File: src/rtl/core/assert_macros.svh
// assertion macros used by the slot mapper rtl
// depends on a clk and an active-low rst_n in the including module
`ifndef ASSERT_MACROS_SVH
`define ASSERT_MACROS_SVH

// implication checked at every rising edge outside reset
`define RSM_ASSERT(lbl, prop, msg) \
  lbl: assert property (@(posedge clk) disable iff (!rst_n) (prop)) else $error(msg);

// condition that must never hold outside reset
`define RSM_NEVER(lbl, cond, msg) \
  lbl: assert property (@(posedge clk) disable iff (!rst_n) !(cond)) else $error(msg);

`endif

File: src/rtl/core/rsm_pkg.sv
// types, constants and codes for the refcounted slot mapper
// no dependencies
`timescale 1ns / 1ps
`default_nettype none
package rsm_pkg;

  localparam int SLOTS   = 64;
  localparam int SLOT_W  = $clog2(SLOTS);
  localparam int COUNT_W = 16;
  localparam int PAGE_W  = 24;
  localparam logic [COUNT_W-1:0] COUNT_MAX = '1;

  typedef enum logic [1:0] {
    OP_MAP   = 2'd0,
    OP_UNMAP = 2'd1,
    OP_FLUSH = 2'd2,
    OP_NONE  = 2'd3
  } op_t;

  typedef enum logic [2:0] {
    ST_HIT       = 3'd0,
    ST_NEW       = 3'd1,
    ST_NOFREE    = 3'd2,
    ST_UNMAPPED  = 3'd3,
    ST_NOTMAPPED = 3'd4,
    ST_UNDERFLOW = 3'd5,
    ST_FLUSHED   = 3'd6,
    ST_SATURATED = 3'd7
  } status_t;

  typedef enum logic [1:0] {
    S_IDLE  = 2'd0,
    S_LOOK  = 2'd1,
    S_APPLY = 2'd2,
    S_DONE  = 2'd3
  } state_t;

  typedef struct packed {
    logic [1:0]        op;
    logic [PAGE_W-1:0] page_id;
  } in_item_t;

  typedef struct packed {
    logic [5:0] slot;
    logic [2:0] status;
    logic       flush_done;
    logic       released;
  } out_item_t;

  // one slot entry as it travels along the ring
  typedef struct packed {
    logic [COUNT_W-1:0] count;
    logic [PAGE_W-1:0]  owner;
  } slot_ent_t;

  // ring control from the sequencer to the cells
  typedef struct packed {
    logic      shift;
    slot_ent_t wb;
  } ring_ctl_t;

endpackage
`default_nettype wire

File: src/rtl/core/rsm_cell.sv
// one slot cell of the rotating ring: holds a count and an owner page
// depends on rsm_pkg
`timescale 1ns / 1ps
`default_nettype none
module rsm_cell
  import rsm_pkg::*;
(
  input  wire logic      clk,
  input  wire logic      rst_n,
  input  wire logic      shift,
  input  wire slot_ent_t din,
  output slot_ent_t      dout
);

  logic [COUNT_W-1:0] count_r;
  logic [PAGE_W-1:0]  owner_r;

  // count clears at reset, owner is valid only where count is nonzero
  always_ff @(posedge clk) begin
    if (!rst_n) begin
      count_r <= '0;
    end else if (shift) begin
      count_r <= din.count;
    end
  end

  always_ff @(posedge clk) begin
    if (shift) begin
      owner_r <= din.owner;
    end
  end

  assign dout.count = count_r;
  assign dout.owner = owner_r;

endmodule
`default_nettype wire

File: src/rtl/core/rsm_ctrl.sv
// sequencer: looks at the ring head during a lookup pass, then edits the
// ring during an apply pass and forms the result; depends on rsm_pkg and assert_macros.svh
`timescale 1ns / 1ps
`default_nettype none
`include "assert_macros.svh"
module rsm_ctrl
  import rsm_pkg::*;
(
  input  wire logic      clk,
  input  wire logic      rst_n,
  input  wire logic      in_valid,
  output logic           in_stall,
  input  wire in_item_t  in_data,
  output logic           out_valid,
  input  wire logic      out_stall,
  output out_item_t      out_data,
  input  wire slot_ent_t head,
  output ring_ctl_t      ring
);

  state_t state_r, state_nxt;

  logic [SLOT_W-1:0]  k_r, k_nxt;
  logic [SLOT_W-1:0]  ptr_r;
  logic [1:0]         op_r;
  logic [PAGE_W-1:0]  page_r;
  logic               hit_r, hi_r, any_r;
  logic [SLOT_W-1:0]  hit_idx_r, hi_idx_r, any_idx_r;
  logic [COUNT_W-1:0] hit_cnt_r;
  logic               out_valid_r;
  out_item_t          out_r;

  logic               in_acc, k_last, load_out;
  logic               ring_shift;
  logic               mod_flush, mod_new, mod_inc, mod_dec;
  logic [SLOT_W-1:0]  tgt;
  logic               ptr_wr;
  logic [SLOT_W-1:0]  ptr_val;
  out_item_t          res;
  logic               match;
  slot_ent_t          wb;

  assign in_acc   = in_valid && !in_stall;
  assign k_last   = (k_r == SLOT_W'(SLOTS - 1));
  assign load_out = (state_r == S_DONE) && (!out_valid_r || !out_stall);
  assign match    = (head.count != '0) && (head.owner == page_r);

  // next state
  always_comb begin
    state_nxt = state_r;
    unique case (state_r)
      S_IDLE:  if (in_valid) state_nxt = S_LOOK;
      S_LOOK:  if (k_last) state_nxt = S_APPLY;
      S_APPLY: if (k_last) state_nxt = S_DONE;
      S_DONE:  if (!out_valid_r || !out_stall) state_nxt = S_IDLE;
      default: state_nxt = S_IDLE;
    endcase
  end

  // state outputs
  always_comb begin
    in_stall   = (state_r != S_IDLE);
    ring_shift = (state_r == S_LOOK) || (state_r == S_APPLY);
    k_nxt      = k_r;
    if (ring_shift) begin
      k_nxt = k_last ? '0 : k_r + 1'b1;
    end
  end

  // decision from the lookup pass
  always_comb begin
    mod_flush = 1'b0;
    mod_new   = 1'b0;
    mod_inc   = 1'b0;
    mod_dec   = 1'b0;
    tgt       = hit_idx_r;
    ptr_wr    = 1'b0;
    ptr_val   = ptr_r;
    res       = '0;
    res.status = ST_NOTMAPPED;
    unique case (op_r)
      OP_MAP: begin
        if (hit_r) begin
          res.slot = 6'(hit_idx_r);
          if (hit_cnt_r == COUNT_MAX) begin
            res.status = ST_SATURATED;
          end else begin
            mod_inc    = 1'b1;
            res.status = ST_HIT;
          end
        end else if (hi_r) begin
          mod_new    = 1'b1;
          tgt        = hi_idx_r;
          ptr_wr     = 1'b1;
          ptr_val    = hi_idx_r;
          res.slot   = 6'(hi_idx_r);
          res.status = ST_NEW;
        end else if (any_r) begin
          mod_flush      = 1'b1;
          mod_new        = 1'b1;
          tgt            = any_idx_r;
          ptr_wr         = 1'b1;
          ptr_val        = any_idx_r;
          res.slot       = 6'(any_idx_r);
          res.status     = ST_NEW;
          res.flush_done = 1'b1;
        end else begin
          mod_flush      = 1'b1;
          ptr_wr         = 1'b1;
          ptr_val        = SLOT_W'(SLOTS - 1);
          res.status     = ST_NOFREE;
          res.flush_done = 1'b1;
        end
      end
      OP_UNMAP: begin
        if (hit_r) begin
          res.slot = 6'(hit_idx_r);
          if (hit_cnt_r <= COUNT_W'(1)) begin
            res.status = ST_UNDERFLOW;
          end else begin
            mod_dec      = 1'b1;
            res.status   = ST_UNMAPPED;
            res.released = (hit_cnt_r == COUNT_W'(2));
          end
        end
      end
      OP_FLUSH: begin
        mod_flush      = 1'b1;
        res.status     = ST_FLUSHED;
        res.flush_done = 1'b1;
      end
      default: ;
    endcase
  end

  // write-back of the head entry into the ring tail
  always_comb begin
    wb = head;
    if (state_r == S_APPLY) begin
      if (mod_flush && head.count == COUNT_W'(1)) begin
        wb.count = '0;
      end
      if (k_r == tgt) begin
        if (mod_new) begin
          wb.count = COUNT_W'(2);
          wb.owner = page_r;
        end else if (mod_inc) begin
          wb.count = head.count + 1'b1;
        end else if (mod_dec) begin
          wb.count = head.count - 1'b1;
        end
      end
    end
  end

  // ring control to the cells
  assign ring = '{shift: ring_shift, wb: wb};

  // control registers
  always_ff @(posedge clk) begin
    if (!rst_n) begin
      state_r     <= S_IDLE;
      k_r         <= '0;
      ptr_r       <= '0;
      out_valid_r <= 1'b0;
    end else begin
      state_r <= state_nxt;
      k_r     <= k_nxt;
      if (state_r == S_APPLY && k_last && ptr_wr) begin
        ptr_r <= ptr_val;
      end
      if (load_out) begin
        out_valid_r <= 1'b1;
      end else if (!out_stall) begin
        out_valid_r <= 1'b0;
      end
    end
  end

  // transaction capture, lookup tracking and result register
  always_ff @(posedge clk) begin
    if (in_acc) begin
      op_r   <= in_data.op;
      page_r <= in_data.page_id;
      hit_r  <= 1'b0;
      hi_r   <= 1'b0;
      any_r  <= 1'b0;
    end else if (state_r == S_LOOK) begin
      if (!hit_r && match) begin
        hit_r     <= 1'b1;
        hit_idx_r <= k_r;
        hit_cnt_r <= head.count;
      end
      if (!hi_r && head.count == '0 && k_r > ptr_r) begin
        hi_r     <= 1'b1;
        hi_idx_r <= k_r;
      end
      if (!any_r && head.count <= COUNT_W'(1)) begin
        any_r     <= 1'b1;
        any_idx_r <= k_r;
      end
    end
    if (load_out) begin
      out_r <= res;
    end
  end

  assign out_valid = out_valid_r;
  assign out_data  = out_r;

  `RSM_ASSERT(a_idle_k0, (state_r == S_IDLE) |-> (k_r == '0), "ring not home when idle")
  `RSM_ASSERT(a_acc_look, in_acc |=> (state_r == S_LOOK), "accepted item did not start lookup")
  `RSM_ASSERT(a_apply_done, (state_r == S_APPLY && k_last) |=> (state_r == S_DONE),
              "apply pass did not end")
  `RSM_NEVER(a_one_edit, (state_r == S_APPLY) && $countones({mod_new, mod_inc, mod_dec}) > 1,
             "conflicting slot edits")

endmodule
`default_nettype wire

File: src/rtl/core/refcounted_slot_mapper_core.sv
// top level of the refcounted slot mapper: ring of slot cells and sequencer
// depends on rsm_pkg, rsm_cell and rsm_ctrl
//
// usage: one transaction on in_ (op, page_id) gives exactly one transaction
// on out_ (slot, status, flush_done, released). map, unmap and flush-idle
// requests are served one at a time.
// the slot state sits in a ring of SLOTS cells that rotates one place per
// cycle while a lap runs; each request takes a lookup lap and an edit lap
// over the ring head, and the next request is taken the cycle after the
// result is registered. requests do not overlap: a new one is taken only
// once the last one is through both laps and its result is registered.
// in_stall is high from acceptance until the result is in the output
// register; a stall on out_ holds out_valid and out_data, and a finished
// result waits for the output register before the next request is taken.
// reset (rst_n low, synchronous) clears all use counts, the scan pointer and
// the output valid; owner pages need no clearing.
`timescale 1ns / 1ps
`default_nettype none
module refcounted_slot_mapper_core
  import rsm_pkg::*;
(
  input  wire logic     clk,
  input  wire logic     rst_n,
  input  wire logic     in_valid,
  output logic          in_stall,
  input  wire in_item_t in_data,
  output logic          out_valid,
  input  wire logic     out_stall,
  output out_item_t     out_data
);

  slot_ent_t ent [SLOTS];
  ring_ctl_t ring;

  // ring of cells, each takes its upper neighbor, the tail takes the write-back
  for (genvar i = 0; i < SLOTS; i++) begin : g_cell
    if (i == SLOTS - 1) begin : g_tail
      rsm_cell u_cell (
        .clk   (clk),
        .rst_n (rst_n),
        .shift (ring.shift),
        .din   (ring.wb),
        .dout  (ent[i])
      );
    end else begin : g_body
      rsm_cell u_cell (
        .clk   (clk),
        .rst_n (rst_n),
        .shift (ring.shift),
        .din   (ent[i+1]),
        .dout  (ent[i])
      );
    end
  end

  // sequencer
  rsm_ctrl u_ctrl (
    .clk       (clk),
    .rst_n     (rst_n),
    .in_valid  (in_valid),
    .in_stall  (in_stall),
    .in_data   (in_data),
    .out_valid (out_valid),
    .out_stall (out_stall),
    .out_data  (out_data),
    .head      (ent[0]),
    .ring      (ring)
  );

endmodule
`default_nettype wire
File: config.mk
export PLATFORM = sky130hd
export DESIGN_NAME = refcounted_slot_mapper_core
export DESIGN_NICKNAME = d
export VERILOG_FILES = /design/src/rtl/core/rsm_pkg.sv /design/src/rtl/core/rsm_cell.sv /design/src/rtl/core/rsm_ctrl.sv /design/src/rtl/core/refcounted_slot_mapper_core.sv
export VERILOG_INCLUDE_DIRS = /design/src /design/src/rtl/core
export SDC_FILE = /design/constraint.sdc
export NUM_CORES = 2
export LEC_CHECK = 0
export BUFFER_PORTS_ARGS = -buffer_cell sky130_fd_sc_hd__buf_2
export CAP_MARGIN = 5
export CORE_ASPECT_RATIO = 1.1
export CORE_MARGIN = 8
export CORE_UTILIZATION = 60
export CTS_BUF_LIST = sky130_fd_sc_hd__clkbuf_4 sky130_fd_sc_hd__clkbuf_8
export DETAILED_ROUTE_END_ITERATION = 16
export PLACE_DENSITY = 0.74
export REMOVE_ABC_BUFFERS = 1
export SLEW_MARGIN = 15
export SYNTH_ARGS = -nofsm -noshare
export SYNTH_HDL_FRONTEND = slang
export SYNTH_SLANG_ARGS = --single-unit
File: constraint.sdc
create_clock -name clk -period 54.9 [get_ports clk]
set_input_delay 5.49 -clock clk [delete_from_list [all_inputs] [get_ports clk]]
set_output_delay 5.49 -clock clk [all_outputs]
set_load 0.05 [all_outputs]
==> impl_metrics.yaml <==
pwr:
  ir_worst_vdd_uv: 78.6
  leakage_uw: 0.0326
  total_power_uw: 5470
  power_density_mw_per_mm2: 56.5
critical_path:
  cp_data_required_time_ps: 55720
  worstPathArrival_ps: 9350
  crit_path_start_kind: "primary input"
  r2r-end: "g_cell[38].g_body.u_cell.owner_r[0]"
  critPathMaxFanout: 223
  reg2reg_depth: 7
  crit_type: "in -> reg"
  r2r-start: "u_ctrl.state_r[1]"
  reg2reg_slack_ps: 48560
  end_kind: "flip-flop"
synthesis:
  syn_avg_cell_area_um2: 16.3
  yosysMostFrequentCell: "edfxtp_1"
  ys_ff_latch: 2649
  async_flop_share: 0
  synth_edf_count: 1607
  synth_cell_types: 65
  ys_seq_area_frac: 0.796
  synth_area_mm2: 0.0868
  yosysWarnings: 0
  synth_top_area_frac: 0.556
  ys_top_cells_by_count: "edfxtp_1 (1607), nor2_1 (1052), dfxtp_1 (1042)"
  syn_inst: 5326
  ys_top_cells_by_area: "edfxtp_1 (56%), dfxtp_1 (24%), mux2i_1 (12%)"
  synth_ff_type: "edfxtp_1"
  synth_top_cell_by_area: "edfxtp_1"
global_route:
  grt_usage: 0.158
  grt_pass1_vias: 39200
  overflow: 0
  antenna_found_initial: 8
  grt_pass1_wl_mm: 203
  grt_max_degree: 224
cts:
  clk_path_buf_depth: 4
  clock_latency_ps: 1010
  cts_setup_buffers: 0
  tritoncts: "done"
  cts_sinks: 2649
  cts_buffers: 407
  cts_resized: 0
  hold_buffers: 0
  clk_pin_slew_ps: 60
  h-tree-depth: 5
  cts_root_buffer: "clkbuf_8"
place:
  hpwl_mm: 65.3
  place.gp.congestion: 0.829
  port_buffers: 42
routing:
  antenna_left: 0
  drc_errors: 0
  detail_route.wl_per_cell_um: 16.1
  first_pass_iters: 5
  dr.first_iter.drc_count: 3141
  vias: 40200
  wirelength_mm: 125
  viasPerCell: 5.17
status:
  outcome: "finished, final reports clean"
floorplanning:
  start_util: 0.604
  die_h_um: 415
  fp.dieW_um: 379
  die-area_mm2: 0.157
  rows: 146
  ioPinCount: 43
  design.core.area_mm2: 0.144
timing:
  holdWs_ps: 356
  setup_viol: 0
  fmax_mhz: 117
  period_minus_slack_ps: 8520
  post-route-period-util: 0.155
  finalSetupTns_ps: 0
  maxSlewHeadroom: 0.177
  rsz0062_at_grt: "false"
  slew_violations: 0
  hold_viol_final: 0
  tightest_slew_ps: 1240
  clock-skew-final_ps: 74.4
min_path:
  min_path_cells: 0
  hp-class: "reg -> reg"
  hold_start: "g_cell[2].g_body.u_cell.owner_r[23]"
  min_to: "g_cell[1].g_body.u_cell.owner_r[23]"
finish:
  areaGrowthSynthToFinish_pct: 11.5
  final_layout_size_suffix_gt1_frac: 0.129
  final_nets: 5601
flow_run:
  cap_violations: 0
## power by group
part / leakage [µW] / internal [µW] / switching (µW)
clock: 0.00426 / 874 / 696
sequential: 0.0213 / 2790 / 112
combinational: 0.00697 / 312 / 690
## state kept, by name, indices dropped and copies added, names as in the netlist
register and cells:
g_cell.g_tail.u_cell.owner_r 24, g_cell.g_tail.u_cell.count_r 16, u_ctrl.ptr_r 6, g_cell.g_body.u_cell.owner_r 1512
u_ctrl.out_data 11, u_ctrl.k_r 6, u_ctrl.any_r 1, u_ctrl.out_valid 1
g_cell.g_body.u_cell.count_r 1008, u_ctrl.any_idx_r 6, u_ctrl.hi_idx_r 6, u_ctrl.state_r 2
u_ctrl.page_r 24, u_ctrl.hit_idx_r 6, u_ctrl.op_r 2, u_ctrl.hit_r 1
u_ctrl.hi_r 1, u_ctrl.hit_cnt_r 16
## critical path, cell delays in order
cell and delay (ps):
buf_2 200, inv_8 670, buf_12 660, buf_4 940, buf_4 820, nor2_1 120
## cells by family (layout without fill, tap and decap cells)
family                     count (synthesis)  in the layout  synth area share
DFF                                     2649           2649             0.796
and+or+nand+nor                         1170           1170            0.0534
muxes                                   1044           1044             0.122
other                                      0              3                 0
AOI/OAI and AO/OA                        126            126            0.0101
xor gates and xnor gates                  33             33           0.00333
buffers and inverters                    288            818            0.0128
adders and majority gates                 16             16           0.00231
## per-stage QoR
step	worst slack, ps	cell area, µm²	cells	utilization
after detailed placement	45430	88800	7070	0.618
after global routing	46130	96800	7781	0.673
after global placement	45510	88800	7070	0.618
final	46380	96800	7783	0.673
after CTS	46560	96800	7780	0.673
after floorplan	-17670	85800	5070	-
## worst max-delay path by stage
stage / start / endpoint / slack, ps
2_1_floorplan: u_ctrl.state_r[0] / g_cell[63].g_tail.u_cell.count_r[8] / -17670
3_3_place_gp: rst_n / g_cell[13].g_body.u_cell.count_r[13] / 45510
3_5_place_dp: rst_n / g_cell[16].g_body.u_cell.count_r[13] / 45430
4_1_cts: rst_n / g_cell[16].g_body.u_cell.count_r[13] / 46560
5_1_grt: rst_n / g_cell[16].g_body.u_cell.count_r[13] / 46130
6_report: rst_n / g_cell[21].g_body.u_cell.count_r[13] / 46380
## placed cells by master (no fill, tap or decap), types with 6 or more instances in the layout
| cell type | instances |
|---|---|
| nand3_1 | 17 |
| inv_1 | 30 |
| a31oi_1 | 6 |
| o21ai_0 | 31 |
| clkinv_2 | 36 |
| ha_1 | 15 |
| mux2_4 | 20 |
| xnor2_1 | 29 |
| clkbuf_4 | 132 |
| nor3_1 | 14 |
| buf_2 | 42 |
| buf_12 | 8 |
| buf_4 | 26 |
| nand4_1 | 18 |
| dfxtp_1 | 1042 |
| mux2i_1 | 1019 |
| clkbuf_8 | 467 |
| a211oi_1 | 10 |
| nand2_1 | 26 |
| clkinv_1 | 65 |
| edfxtp_1 | 1607 |
| a221oi_1 | 12 |
| o22ai_1 | 10 |
| nor2_1 | 1052 |
| a21oi_1 | 18 |
| nor4_1 | 12 |
## routing by layer
metal  vias up  global-route usage  part of all wire
met4         6              0.0575             0.024
met5         -                   0           0.00031
met3       241              0.0435             0.056
met1     19500               0.238              0.49
li1      19700                   -                 -
met2       777               0.221              0.43
## layout make-up
| type | count | area (µm²) |
|---|---|---|
| fillers | 9499 | 47000 |
| diodes | 3 | 7.51 |
| flip-flops and latches | 2649 | 69100 |
| clock buffers | 599 | 7420 |
| multi-input cells | 2389 | 16600 |
| clock inverters | 111 | 571 |
| inverters | 32 | 128 |
| repair buffers | 76 | 566 |
| well taps | 1924 | 2410 |
No activity file was read; power rests on OpenSTA's default activity.
